$ cat src/hw/rtl/ppc_pkg.sv
// Shared types and constants for the palette pixel compositor.
// No dependencies.
package ppc_pkg;

  localparam int IDX_W      = 8;
  localparam int COLOR_W    = 16;
  localparam int COORD_W    = 10;
  localparam int ADDR_W     = 15;
  localparam int HEIGHT_W   = 11;
  localparam int MODE_W     = 3;
  localparam int CFG_IDX_W  = 3;
  localparam int CFG_DATA_W = 11;

  localparam logic [MODE_W-1:0] DISPOSAL_RESTORE_BG = 3'd2;

  typedef enum logic [CFG_IDX_W-1:0] {
    CFG_X_ORIGIN,
    CFG_Y_ORIGIN,
    CFG_FRAME_HEIGHT,
    CFG_DISPOSAL_MODE,
    CFG_TRANSPARENT_INDEX,
    CFG_BACKGROUND_INDEX,
    CFG_LINE_TRANSPARENCY,
    CFG_DROP_FRAME
  } cfg_idx_e;

  typedef struct packed {
    logic [COORD_W-1:0]  x_origin;
    logic [COORD_W-1:0]  y_origin;
    logic [HEIGHT_W-1:0] frame_height;
    logic [MODE_W-1:0]   disposal_mode;
    logic [IDX_W-1:0]    transparent_index;
    logic [IDX_W-1:0]    background_index;
    logic                line_transparency;
    logic                drop_frame;
  } cfg_t;

  typedef struct packed {
    logic               pal_we;
    logic               pal_re;
    logic [IDX_W-1:0]   pal_idx;
    logic [COLOR_W-1:0] pal_color;
    logic               write_valid;
    logic               write_buffer;
    logic [ADDR_W-1:0]  pixel_address;
    logic               frame_complete;
    logic               frame_posted;
    logic               frame_had_transparency;
  } cmd_t;

  typedef struct packed {
    logic               write_valid;
    logic               write_buffer;
    logic [ADDR_W-1:0]  pixel_address;
    logic [COLOR_W-1:0] pixel_color;
    logic               frame_complete;
    logic               frame_posted;
    logic               frame_had_transparency;
  } res_t;

endpackage

$ cat src/hw/rtl/ppc_ram.sv
// Generic single-port RAM with registered read data.
// No dependencies.
module ppc_ram #(
  parameter int WIDTH = 16,
  parameter int DEPTH = 256
) (
  input  logic                     clk_i,
  input  logic                     en_i,
  input  logic                     we_i,
  input  logic [$clog2(DEPTH)-1:0] addr_i,
  input  logic [WIDTH-1:0]         wdata_i,
  output logic [WIDTH-1:0]         rdata_o
);

  logic [WIDTH-1:0] mem_q [DEPTH];
  logic [WIDTH-1:0] rdata_q;

  always_ff @(posedge clk_i) begin
    if (en_i) begin
      if (we_i) begin
        mem_q[addr_i] <= wdata_i;
      end else begin
        rdata_q <= mem_q[addr_i];
      end
    end
  end

  assign rdata_o = rdata_q;

endmodule

$ cat src/hw/rtl/ppc_fifo.sv
// Small register FIFO carrying a packed type.
// No dependencies.
module ppc_fifo #(
  parameter type T     = logic,
  parameter int  DEPTH = 2
) (
  input  logic                       clk_i,
  input  logic                       rst_ni,
  input  logic                       push_i,
  input  T                           data_i,
  output logic                       full_o,
  input  logic                       pop_i,
  output T                           data_o,
  output logic                       empty_o,
  output logic [$clog2(DEPTH+1)-1:0] level_o
);

  localparam int PW = $clog2(DEPTH);
  localparam int LW = $clog2(DEPTH + 1);

  T                mem_q [DEPTH];
  logic [PW-1:0]   wptr_q, wptr_d;
  logic [PW-1:0]   rptr_q, rptr_d;
  logic [LW-1:0]   cnt_q, cnt_d;
  logic            do_push, do_pop;

  assign full_o  = (cnt_q == LW'(DEPTH));
  assign empty_o = (cnt_q == '0);
  assign level_o = cnt_q;
  assign data_o  = mem_q[rptr_q];
  assign do_push = push_i && !full_o;
  assign do_pop  = pop_i && !empty_o;

  always_comb begin
    wptr_d = wptr_q;
    rptr_d = rptr_q;
    cnt_d  = cnt_q;
    if (do_push) begin
      wptr_d = (wptr_q == PW'(DEPTH - 1)) ? '0 : wptr_q + PW'(1);
    end
    if (do_pop) begin
      rptr_d = (rptr_q == PW'(DEPTH - 1)) ? '0 : rptr_q + PW'(1);
    end
    if (do_push && !do_pop) begin
      cnt_d = cnt_q + LW'(1);
    end else if (!do_push && do_pop) begin
      cnt_d = cnt_q - LW'(1);
    end
  end

  always_ff @(posedge clk_i or negedge rst_ni) begin
    if (!rst_ni) begin
      wptr_q <= '0;
      rptr_q <= '0;
      cnt_q  <= '0;
    end else begin
      wptr_q <= wptr_d;
      rptr_q <= rptr_d;
      cnt_q  <= cnt_d;
    end
  end

  always_ff @(posedge clk_i) begin
    if (do_push) begin
      mem_q[wptr_q] <= data_i;
    end
  end

endmodule

$ cat src/hw/rtl/ppc_front.sv
// Front end: accepts items, clips and classifies pixels, tracks frame state.
// Depends on ppc_pkg.
module ppc_front
  import ppc_pkg::*;
#(
  parameter int DISP_WIDTH   = 240,
  parameter int DISP_HEIGHT  = 135,
  parameter int PALETTE_SIZE = 256
) (
  input  logic               clk_i,
  input  logic               rst_ni,
  input  cfg_t               cfg_i,
  input  logic               push,
  output logic               full,
  input  logic               func_i,
  input  logic [IDX_W-1:0]   index_i,
  input  logic [COLOR_W-1:0] palette_color_i,
  input  logic [COORD_W-1:0] row_i,
  input  logic [COORD_W-1:0] column_i,
  input  logic               last_in_line_i,
  output logic               cmd_push_o,
  output cmd_t               cmd_o,
  input  logic               cmd_full_i
);

  localparam int PROD_W = 2 * HEIGHT_W;

  logic                draw_buffer_q, draw_buffer_d;
  logic                saw_q, saw_d;
  logic                accept;
  logic [HEIGHT_W-1:0] y, x;
  logic                line_kept, restore_bg, transparent_line;
  logic [IDX_W-1:0]    pix;
  logic                pix_ok, write_valid, last_row, complete;
  logic [PROD_W-1:0]   prod;

  assign full   = cmd_full_i;
  assign accept = push && !cmd_full_i;

  always_comb begin
    y = HEIGHT_W'(cfg_i.y_origin) + HEIGHT_W'(row_i);
    x = HEIGHT_W'(cfg_i.x_origin) + HEIGHT_W'(column_i);
    line_kept = (HEIGHT_W'(cfg_i.x_origin) < HEIGHT_W'(DISP_WIDTH))
                && (y < HEIGHT_W'(DISP_HEIGHT));
    restore_bg       = (cfg_i.disposal_mode == DISPOSAL_RESTORE_BG);
    transparent_line = cfg_i.line_transparency && !restore_bg;
    pix = (restore_bg && index_i == cfg_i.transparent_index)
          ? cfg_i.background_index : index_i;
    pix_ok = ((IDX_W + 1)'(pix) < (IDX_W + 1)'(PALETTE_SIZE));
    write_valid = func_i && line_kept && (x < HEIGHT_W'(DISP_WIDTH))
                  && !(transparent_line && pix == cfg_i.transparent_index);
    prod = PROD_W'(y) * PROD_W'(DISP_WIDTH);
    last_row = (cfg_i.frame_height != '0)
               && (HEIGHT_W'(row_i) == cfg_i.frame_height - HEIGHT_W'(1));
    complete = func_i && line_kept && last_in_line_i && last_row;
  end

  always_comb begin
    saw_d         = saw_q;
    draw_buffer_d = draw_buffer_q;
    if (func_i && line_kept && transparent_line) begin
      saw_d = 1'b1;
    end
    cmd_o.frame_had_transparency = complete && saw_d;
    if (complete) begin
      saw_d         = 1'b0;
      draw_buffer_d = !draw_buffer_q;
    end
    cmd_o.pal_we         = !func_i && ((IDX_W + 1)'(index_i) < (IDX_W + 1)'(PALETTE_SIZE));
    cmd_o.pal_re         = write_valid && pix_ok;
    cmd_o.pal_idx        = func_i ? pix : index_i;
    cmd_o.pal_color      = palette_color_i;
    cmd_o.write_valid    = write_valid;
    cmd_o.write_buffer   = draw_buffer_q;
    cmd_o.pixel_address  = write_valid
                           ? ADDR_W'(prod[ADDR_W-1:0] + ADDR_W'(x)) : '0;
    cmd_o.frame_complete = complete;
    cmd_o.frame_posted   = complete && !cfg_i.drop_frame;
  end

  assign cmd_push_o = accept;

  always_ff @(posedge clk_i or negedge rst_ni) begin
    if (!rst_ni) begin
      draw_buffer_q <= 1'b0;
      saw_q         <= 1'b0;
    end else if (accept) begin
      draw_buffer_q <= draw_buffer_d;
      saw_q         <= saw_d;
    end
  end

endmodule

$ cat src/hw/rtl/ppc_back.sv
// Back end: palette write or lookup, then result assembly.
// Depends on ppc_pkg and ppc_ram.
module ppc_back
  import ppc_pkg::*;
#(
  parameter int PALETTE_SIZE = 256,
  parameter int OUT_DEPTH    = 4
) (
  input  logic                           clk_i,
  input  logic                           rst_ni,
  input  logic                           cmd_empty_i,
  input  cmd_t                           cmd_i,
  output logic                           cmd_pop_o,
  input  logic [$clog2(OUT_DEPTH+1)-1:0] out_level_i,
  output logic                           res_push_o,
  output res_t                           res_o
);

  localparam int AW = $clog2(PALETTE_SIZE);
  localparam int LW = $clog2(OUT_DEPTH + 1);

  logic               b1_valid_q;
  cmd_t               b1_cmd_q;
  logic [COLOR_W-1:0] rdata;
  logic [LW:0]        committed;

  assign committed = (LW + 1)'(out_level_i) + (LW + 1)'(b1_valid_q);
  assign cmd_pop_o = !cmd_empty_i && (committed < (LW + 1)'(OUT_DEPTH));

  ppc_ram #(
    .WIDTH (COLOR_W),
    .DEPTH (PALETTE_SIZE)
  ) u_palette (
    .clk_i   (clk_i),
    .en_i    (cmd_pop_o && (cmd_i.pal_we || cmd_i.pal_re)),
    .we_i    (cmd_i.pal_we),
    .addr_i  (cmd_i.pal_idx[AW-1:0]),
    .wdata_i (cmd_i.pal_color),
    .rdata_o (rdata)
  );

  always_ff @(posedge clk_i or negedge rst_ni) begin
    if (!rst_ni) begin
      b1_valid_q <= 1'b0;
    end else begin
      b1_valid_q <= cmd_pop_o;
    end
  end

  always_ff @(posedge clk_i) begin
    if (cmd_pop_o) begin
      b1_cmd_q <= cmd_i;
    end
  end

  always_comb begin
    res_push_o                   = b1_valid_q;
    res_o.write_valid            = b1_cmd_q.write_valid;
    res_o.write_buffer           = b1_cmd_q.write_buffer;
    res_o.pixel_address          = b1_cmd_q.pixel_address;
    res_o.pixel_color            = b1_cmd_q.pal_re ? rdata : '0;
    res_o.frame_complete         = b1_cmd_q.frame_complete;
    res_o.frame_posted           = b1_cmd_q.frame_posted;
    res_o.frame_had_transparency = b1_cmd_q.frame_had_transparency;
  end

endmodule

$ cat src/hw/rtl/palette_pixel_compositor.sv
// Top level of the palette pixel compositor: config registers, front, queues, back.
// Depends on ppc_pkg, ppc_fifo, ppc_front, ppc_back.
//
//  port group    | direction | handshake
//  --------------+-----------+---------------------------------
//  item input    | in        | push / full
//  result output | out       | empty / pop
//  config write  | in        | cfg_valid_i / cfg_ready_o
//
// One item per cycle while the result side pops; an item passes the command queue,
// back-end register and result queue, and uses the palette RAM port at most once.
// A full result queue stalls the back end; a full command queue raises full.
// Reset is asynchronous; queues empty, draw buffer 0, registers to defaults.
module palette_pixel_compositor
  import ppc_pkg::*;
#(
  parameter int DISP_WIDTH   = 240,
  parameter int DISP_HEIGHT  = 135,
  parameter int PALETTE_SIZE = 256
) (
  input  logic                  clk_i,
  input  logic                  rst_ni,
  input  logic                  cfg_valid_i,
  output logic                  cfg_ready_o,
  input  logic [CFG_IDX_W-1:0]  cfg_index_i,
  input  logic [CFG_DATA_W-1:0] cfg_data_i,
  input  logic                  push,
  output logic                  full,
  input  logic                  func_i,
  input  logic [IDX_W-1:0]      index_i,
  input  logic [COLOR_W-1:0]    palette_color_i,
  input  logic [COORD_W-1:0]    row_i,
  input  logic [COORD_W-1:0]    column_i,
  input  logic                  last_in_line_i,
  output logic                  empty,
  input  logic                  pop,
  output logic                  write_valid_o,
  output logic                  write_buffer_o,
  output logic [ADDR_W-1:0]     pixel_address_o,
  output logic [COLOR_W-1:0]    pixel_color_o,
  output logic                  frame_complete_o,
  output logic                  frame_posted_o,
  output logic                  frame_had_transparency_o
);

  localparam int CMD_DEPTH = 2;
  localparam int OUT_DEPTH = 4;

  cfg_t cfg_q, cfg_d;
  cmd_t front_cmd, back_cmd;
  res_t back_res, out_res;
  logic cmd_push, cmd_full, cmd_pop, cmd_empty, res_push;
  logic [$clog2(CMD_DEPTH+1)-1:0] cmd_level;
  logic [$clog2(OUT_DEPTH+1)-1:0] out_level;
  logic                           out_full;

  assign cfg_ready_o = 1'b1;

  always_comb begin
    cfg_d = cfg_q;
    if (cfg_valid_i) begin
      case (cfg_idx_e'(cfg_index_i))
        CFG_X_ORIGIN:          cfg_d.x_origin          = cfg_data_i[COORD_W-1:0];
        CFG_Y_ORIGIN:          cfg_d.y_origin          = cfg_data_i[COORD_W-1:0];
        CFG_FRAME_HEIGHT:      cfg_d.frame_height      = cfg_data_i[HEIGHT_W-1:0];
        CFG_DISPOSAL_MODE:     cfg_d.disposal_mode     = cfg_data_i[MODE_W-1:0];
        CFG_TRANSPARENT_INDEX: cfg_d.transparent_index = cfg_data_i[IDX_W-1:0];
        CFG_BACKGROUND_INDEX:  cfg_d.background_index  = cfg_data_i[IDX_W-1:0];
        CFG_LINE_TRANSPARENCY: cfg_d.line_transparency = cfg_data_i[0];
        CFG_DROP_FRAME:        cfg_d.drop_frame        = cfg_data_i[0];
        default:               cfg_d = cfg_q;
      endcase
    end
  end

  always_ff @(posedge clk_i or negedge rst_ni) begin
    if (!rst_ni) begin
      cfg_q.x_origin          <= '0;
      cfg_q.y_origin          <= '0;
      cfg_q.frame_height      <= HEIGHT_W'(1);
      cfg_q.disposal_mode     <= '0;
      cfg_q.transparent_index <= '0;
      cfg_q.background_index  <= '0;
      cfg_q.line_transparency <= 1'b0;
      cfg_q.drop_frame        <= 1'b0;
    end else begin
      cfg_q <= cfg_d;
    end
  end

  ppc_front #(
    .DISP_WIDTH   (DISP_WIDTH),
    .DISP_HEIGHT  (DISP_HEIGHT),
    .PALETTE_SIZE (PALETTE_SIZE)
  ) u_front (
    .clk_i           (clk_i),
    .rst_ni          (rst_ni),
    .cfg_i           (cfg_q),
    .push            (push),
    .full            (full),
    .func_i          (func_i),
    .index_i         (index_i),
    .palette_color_i (palette_color_i),
    .row_i           (row_i),
    .column_i        (column_i),
    .last_in_line_i  (last_in_line_i),
    .cmd_push_o      (cmd_push),
    .cmd_o           (front_cmd),
    .cmd_full_i      (cmd_full)
  );

  ppc_fifo #(
    .T     (cmd_t),
    .DEPTH (CMD_DEPTH)
  ) u_cmd_fifo (
    .clk_i   (clk_i),
    .rst_ni  (rst_ni),
    .push_i  (cmd_push),
    .data_i  (front_cmd),
    .full_o  (cmd_full),
    .pop_i   (cmd_pop),
    .data_o  (back_cmd),
    .empty_o (cmd_empty),
    .level_o (cmd_level)
  );

  ppc_back #(
    .PALETTE_SIZE (PALETTE_SIZE),
    .OUT_DEPTH    (OUT_DEPTH)
  ) u_back (
    .clk_i       (clk_i),
    .rst_ni      (rst_ni),
    .cmd_empty_i (cmd_empty || (cmd_level == '0)),
    .cmd_i       (back_cmd),
    .cmd_pop_o   (cmd_pop),
    .out_level_i (out_level),
    .res_push_o  (res_push),
    .res_o       (back_res)
  );

  ppc_fifo #(
    .T     (res_t),
    .DEPTH (OUT_DEPTH)
  ) u_out_fifo (
    .clk_i   (clk_i),
    .rst_ni  (rst_ni),
    .push_i  (res_push && !out_full),
    .data_i  (back_res),
    .full_o  (out_full),
    .pop_i   (pop),
    .data_o  (out_res),
    .empty_o (empty),
    .level_o (out_level)
  );

  assign write_valid_o            = out_res.write_valid;
  assign write_buffer_o           = out_res.write_buffer;
  assign pixel_address_o          = out_res.pixel_address;
  assign pixel_color_o            = out_res.pixel_color;
  assign frame_complete_o         = out_res.frame_complete;
  assign frame_posted_o           = out_res.frame_posted;
  assign frame_had_transparency_o = out_res.frame_had_transparency;

endmodule

$ cat config.mk
export PLATFORM = sky130hd
export DESIGN_NAME = palette_pixel_compositor
export DESIGN_NICKNAME = d
export VERILOG_FILES = /design/src/hw/rtl/ppc_pkg.sv /design/src/hw/rtl/ppc_ram.sv /design/src/hw/rtl/ppc_fifo.sv /design/src/hw/rtl/ppc_front.sv /design/src/hw/rtl/ppc_back.sv /design/src/hw/rtl/palette_pixel_compositor.sv
export SDC_FILE = /design/constraint.sdc
export NUM_CORES = 2
export LEC_CHECK = 0
export ABC_CLOCK_PERIOD_IN_PS = 4400
export BUFFER_PORTS_ARGS = -buffer_cell sky130_fd_sc_hd__buf_2
export CAP_MARGIN = 5
export CORE_MARGIN = 3
export CORE_UTILIZATION = 45
export DETAILED_ROUTE_END_ITERATION = 8
export RECOVER_POWER = 25
export SLEW_MARGIN = 25
export SYNTH_ARGS = -nofsm -noshare
export SYNTH_HDL_FRONTEND = slang
export SYNTH_MEMORY_MAX_BITS = 65536
export SYNTH_SLANG_ARGS = --single-unit
export TNS_END_PERCENT = 30
$ cat constraint.sdc
create_clock -name clk_i -period 4.4 [get_ports clk_i]
set_input_delay 0.88 -clock clk_i [delete_from_list [all_inputs] [get_ports clk_i]]
set_output_delay 0.88 -clock clk_i [all_outputs]
set_load 0.02 [all_outputs]
; After elaboration in Yosys (flattened, before gate mapping)
; Memories as Yosys holds them, arrays and structs flattened. A register that Yosys moved wholly into a read port is not among the register bits.
; Cells that the tools add are included.
[totals]
reg_bits = 87
ram_bits = 4332
output_inout_bits = 39
n_memories = 3
[classes]
add_sub_neg = 13
mul = 1
n_lt_le_gt_ge = 4
n_eq_ne = 15
mux = 21
n_bitwise = 1
reduce_logical = 55
[mem_list]
columns = memory, depth, width, read_ports, rd_clocked_by_memory_dff, write_ports, line
row1 = u_back.u_palette.mem_q, 256, 16, 1, 1, 1, ppc_ram.sv:15  ; logic [WIDTH-1:0] mem_q [DEPTH];
row2 = u_out_fifo.mem_q, 4, 36, 1, 0, 1, ppc_fifo.sv:21  ; T mem_q [DEPTH];
row3 = u_cmd_fifo.mem_q, 2, 46, 1, 0, 1, ppc_fifo.sv:21
[ops]
columns = operator, count
row1 = 1-bit logical AND, 25
row2 = 10-bit by 10-bit adder with 11-bit output, 2
row3 = "11-bit by 8-bit < comparator with 1-bit output, second input constant", 2
row4 = 2-bit AND reduction, 10
row5 = 8-bit == test, 2
row6 = 16-bit two-way mux, 1
row7 = 8-bit two-way mux, 2
row8 = 15-bit by 11-bit adder with 15-bit output, 1
row9 = "3-bit == test, second input constant", 5
row10 = 15-bit two-way mux, 1
row11 = 1-bit zero test, 13
row12 = 10-bit by 11-bit == test with 1-bit output, 1
row13 = "11-bit by 4-bit multiplier with 11-bit output, second input constant", 1
row14 = 1-bit two-way mux, 11
row15 = 11-bit nonzero test, 1
row16 = "11-bit by 1-bit subtractor with 11-bit output, second input constant", 1
row17 = "10-bit by 8-bit < comparator with 1-bit output, second input constant", 1
row18 = "3-bit by 2-bit == test with 1-bit output, second input constant", 3
row19 = 2-bit two-way mux, 4
row20 = "2-bit by 1-bit adder with 2-bit output, second input constant", 3
row21 = "2-bit == test, second input constant", 3
row22 = 3-bit zero test, 2
row23 = 3-bit two-way mux, 2
row24 = 3-bit by 1-bit adder with 4-bit output, 1
row25 = other kinds (10), 12

; Longest topological paths before layout
[depth]
word_depth = 8
ltp_mapped = 20

; Modules after synthesis
; Synthesis repeated with hierarchy kept, for this count alone.
[unflattened]
cells_unflattened = 7664
area_unflattened_um2 = 170606.1
[by_module_without_submodules]
columns = module, instances, cells_each, area_per_inst_um2, seq_area_each_um2
row1 = ppc_ram, 1, 6705, 155236.4, 123478.4
row2 = ppc_fifo (u_out_fifo), 1, 225, 5637.9, 4499.3
row3 = ppc_fifo (u_cmd_fifo), 1, 162, 3639.7, 2862.7
row4 = ppc_front, 1, 391, 3071.7, 50.0
row5 = palette_pixel_compositor, 1, 120, 2087.0, 1302.5
row6 = ppc_back, 1, 61, 933.4, 655.6

; Worst setup path after synthesis
; Ideal clock, no wire load.
[synth_timing]
path_kind = input to register
start = in row_i[0]
end = mem u_cmd_fifo.mem_q[0][17] in the netlist's numbering, data pin
setup_time_ns = 0.197
arrival_ns = 5.079
t_required_ns = 4.203
setup_slack_ns = -0.876
path_stages = 19
n_path_buf = 0
cell_sequence = ha_1 fa_1 a21o_1 a21oi_1 xor2_1 xnor2_1 xnor2_1 fa_1 inv_1 ha_1 o21ai_0 nor2_1 nor2_1 ha_1 a21oi_1 nor2b_1 o2111ai_1 xnor3_1 nor4_1
[synth_rtl]
columns = element, line
row1 = start: declaration, palette_pixel_compositor.sv:32  ; input logic [COORD_W-1:0] row_i,
row2 = end: declaration, ppc_fifo.sv:21

==> impl_results.md <==
- Setup CP Type: flop to flop
- GRT overflow: 0
- Crit-path cells: ha_4 > fa_2 > buf_6 > a21o_1 > a21oi_4 > xor2_4 > xnor2_2 > xnor2_1 > fa_1 > inv_2 > ha_4 > o21ai_2 > nor2_2 > nor2_2 > ha_1 > buf_4 > buf_6 > nand2_1 > o21ai_2 > nand3_1 > xor2_1 > nor4_2
- Max-Cap Viols: 20
- I/O pin count: 104
- Final Slew Violations: 1483
- Run status: complete, but fails checks
- CTS Root Cell: clkbuf_16
- Worst hold margin: 0.154 ns
- Commonest non-fill, non-tap cells in the layout: edfxtp_1 (4366), mux4_2 (1060), buf_4 (732), a22oi_1 (514), clkbuf_16 (442)
- Core area: 376000 sq um
- Syn Inst Count: 7655
- DRC viols: 0
- Setup WS post-layout: -0.228 ns
- H-tree depth: 5
- Ys Warns: 0
- Drt via density: 6.11
- Max Clock Freq: 0.216 GHz
- Post-Syn Area: 170000 sq um
- Max-slew headroom: -130%
- Layout Nets: 8744
- Layout cells sized above 1: 31.7%
- Post-DP HPWL: 287000 um
- Synthesized area per cell: 22.2 sq um
- Total track usage: 23.9%
- EDFF count, synth: 4366
- RSZ-0062 raised after global routing: true
- Clock slew at reported path FFs: 0.06 ns
- Largest delay share family, worst path: adder cells
- Initial Util: 45.2%
- Min-Delay Path Class: input pin to flop
- Most common cell after layout, fill and taps aside: edfxtp_1
- GPL Wtd Cong: 0.866
- Worst skew pair latency: 1.00 ns
- Yosys cell types: 69
- Post-DRT Antenna Nets: 0
- Worst Path Buf+Inv: 4
- Final Critical Period: 4.63 ns
- Max Root-Sink Buffers: 4
- WL/cell: 33.1 um
- TritonCTS clock tree: yes
- Post-synthesis register bit count: 4432
- First-pass detailed-route iteration total: 8
- Post-route cell area: 197000 sq um
- Async S/R FF share, synth: 1.49%
- Worst vdd ir: 1120 uV
- Initial DRC Count: 11671
- PD cells: 666 nW/um^2
- Worst slew pin tran: 3.45 ns
- Failing checks: capacitance limit, slew limit, setup timing
- Die Area: 385000 sq um
- Vias in the first global route: 86121
- Port bufs: 102
- CP startpoint kind: flop
- Critical-path top delay cell: fa_1
- Filler cell count: 29169
- Die X-Extent: 621 um
- Worst Clk Skew: 0.0714 ns
- First-pass GRT wire length: 657000 um
- Setup Slack @ Placement: -0.941 ns
- Hold Vio Cnt, Final: 0
- Cts bufs inserted: 439
- Pin count of the biggest net entering global routing: 123
- Crit. End Element: flop
- Area leader, netlist: edfxtp_1
- Crit Path Max Fanout: 5
- Clock sink count: 4432
- Final design utilization: 52.3%
- CP required: 5.16 ns
- Leak: 62.1 nW
- Row count: 225
- Total Wirelength: 464000 um
- Period utilization: 105%
- Initial antenna violation count: 35
- Post-synthesis sequential area ratio: 78.0%
- Tot Pwr: 131 mW
- Synth Net Count: 7782
- Slowest cell delay on critical path: 0.52 ns
- Placement-stage cell area: 183000 sq um
- Endpoints failing setup: 54
- Via Count: 85529
- Top-area cell type share of the netlist area: 77.1%
- Main synth FF type: edfxtp_1
- Top cells by area, synth: edfxtp_1 (77%), mux4_2 (14%), a22oi_1 (2.3%)
- Layout area overhead: 15.7%
- Die Ht: 621 um
- Crit path DAT: 5.39 ns
==> logic make-up (layout without fill, tap and decap cells) <==
logic type / count (synthesis) / in the layout / share of synthesized area [%]
AOI/OAI and AO/OA: 938 / 938 / 3.70
xor gates and xnor gates: 62 / 62 / 0.335
adders and majority gates: 64 / 64 / 0.525
buffers and inverters: 465 / 1781 / 1.24
DFF: 4432 / 4432 / 78.0
muxes: 1160 / 1160 / 14.7
other: 1 / 32 / 0.00220
and+or+nand+nor: 533 / 533 / 1.45
==> power breakdown <==
part	internal, mW	total [mW]	switching, mW
clock network	20.2	36.0	15.8
logic	16.4	41.6	25.2
registers	52.8	53.4	0.635
total	89.4	131	41.6
==> worst reg2reg max path, stage by stage, from the launching register on <==
cell and delay, ns:
dfrtp_1 0.41, ha_4 0.18, fa_2 0.42, buf_6 0.15, a21o_1 0.18, a21oi_4 0.21
xor2_4 0.25, xnor2_2 0.19, xnor2_1 0.13, fa_1 0.52, inv_2 0.05, ha_4 0.29
o21ai_2 0.06, nor2_2 0.12, nor2_2 0.05, ha_1 0.31, buf_4 0.12, buf_6 0.08
nand2_1 0.05, o21ai_2 0.15, nand3_1 0.11, xor2_1 0.19, nor4_2 0.19
==> worst paths after layout <==
| check | startpoint | to | slack, ns | cells after the start |
|---|---|---|---|---|
| setup / recovery | cfg_q[32] | u_cmd_fifo.mem_q[0][16] | -0.23 | 22 |
| hold / removal | cfg_data_i[10] | cfg_q[31] | 0.15 | 2 |
| setup reg to reg | cfg_q[32] | u_cmd_fifo.mem_q[0][16] | -0.23 | 22 |
| hold reg to reg | u_front.draw_buffer_q | u_front.draw_buffer_q | 0.49 | 1 |
| max in group asynchronous | rst_ni | u_cmd_fifo.rptr_q | 0.61 | 2 |
| min in group asynchronous | rst_ni | cfg_q[44] | 1.38 | 2 |
==> per-layer routing <==
layer / up-vias / track usage, % / part of all wire (%)
met4: 8 / 8.45 / 3.8
met5: - / 0 / 0.011
li1: 34600 / - / -
met2: 4027 / 37.4 / 47
met1: 46177 / 34.2 / 40
met3: 717 / 4.20 / 8.7
==> cells in the mapped netlist, types with 7 or more instances <==
| master | number |
|---|---|
| nand2b_1 | 15 |
| o31ai_1 | 12 |
| a211oi_1 | 10 |
| fa_1 | 13 |
| mux4_2 | 1060 |
| a21oi_1 | 283 |
| nor2_1 | 294 |
| buf_2 | 122 |
| o21ai_0 | 38 |
| nand3_1 | 27 |
| ha_1 | 49 |
| buf_1 | 51 |
| xnor2_1 | 35 |
| nand2_1 | 58 |
| nor3_1 | 18 |
| mux2i_1 | 8 |
| and2_1 | 25 |
| dfrtp_1 | 65 |
| xor2_1 | 25 |
| o21a_1 | 9 |
| nor2b_1 | 7 |
| edfxtp_1 | 4366 |
| buf_6 | 19 |
| nor4_1 | 32 |
| o41ai_1 | 24 |
| buf_4 | 18 |
| nand4_1 | 20 |
| clkbuf_1 | 213 |
| inv_1 | 42 |
| mux2_2 | 91 |
| a22oi_1 | 515 |
| or4_1 | 9 |
| a21o_1 | 9 |
==> what timing repair did <==
item | CTS | global route
pin swaps | 27 | 4
hold buffers | 0 | 0
buffers inserted | 6 | 0
endpoints found under the setup margin | 14 | 15
gates resized for setup | 15 | 16
==> cell type report <==
| type | count | area [sq um] | area share, % |
|---|---|---|---|
| Tap cell | 4994 | 6250 | 3.17 |
| Multi-Input combinational cell | 2758 | 36100 | 18.3 |
| Sequential cell | 4432 | 133000 | 67.4 |
| Clock inverter | 262 | 2190 | 1.11 |
| Clock buffer | 533 | 11500 | 5.83 |
| Antenna cell | 31 | 77.6 | 0.0394 |
| Inverter | 42 | 158 | 0.0801 |
| Timing Repair Buffer | 944 | 7910 | 4.02 |
==> sequential cells by signal, summed over array words and instances, names as in the netlist <==
name	flops
cfg_q	52
u_front.draw_buffer_q	1
u_back.res_o	20
u_cmd_fifo.level_o	2
u_cmd_fifo.wptr_q	1
u_back.res_push_o	1
u_front.saw_q	1
u_out_fifo.level_o	3
u_out_fifo.rptr_q	2
u_back.u_palette.rdata_o	16
u_back.u_palette.mem_q	4096
u_out_fifo.mem_q	144
u_out_fifo.wptr_q	2
u_cmd_fifo.mem_q	90
u_cmd_fifo.rptr_q	1
==> stage by stage <==
step | setup TNS (ns) | cells
3_5_place_dp | -10.62 | 13162
2_1_floorplan | -3.14 | 7655
5_1_grt | -91.81 | 13988
3_3_place_gp | -9.97 | 13161
4_1_cts | -1.87 | 13963
6_report | -2.79 | 13996
(Power assumes the default switching activity.)
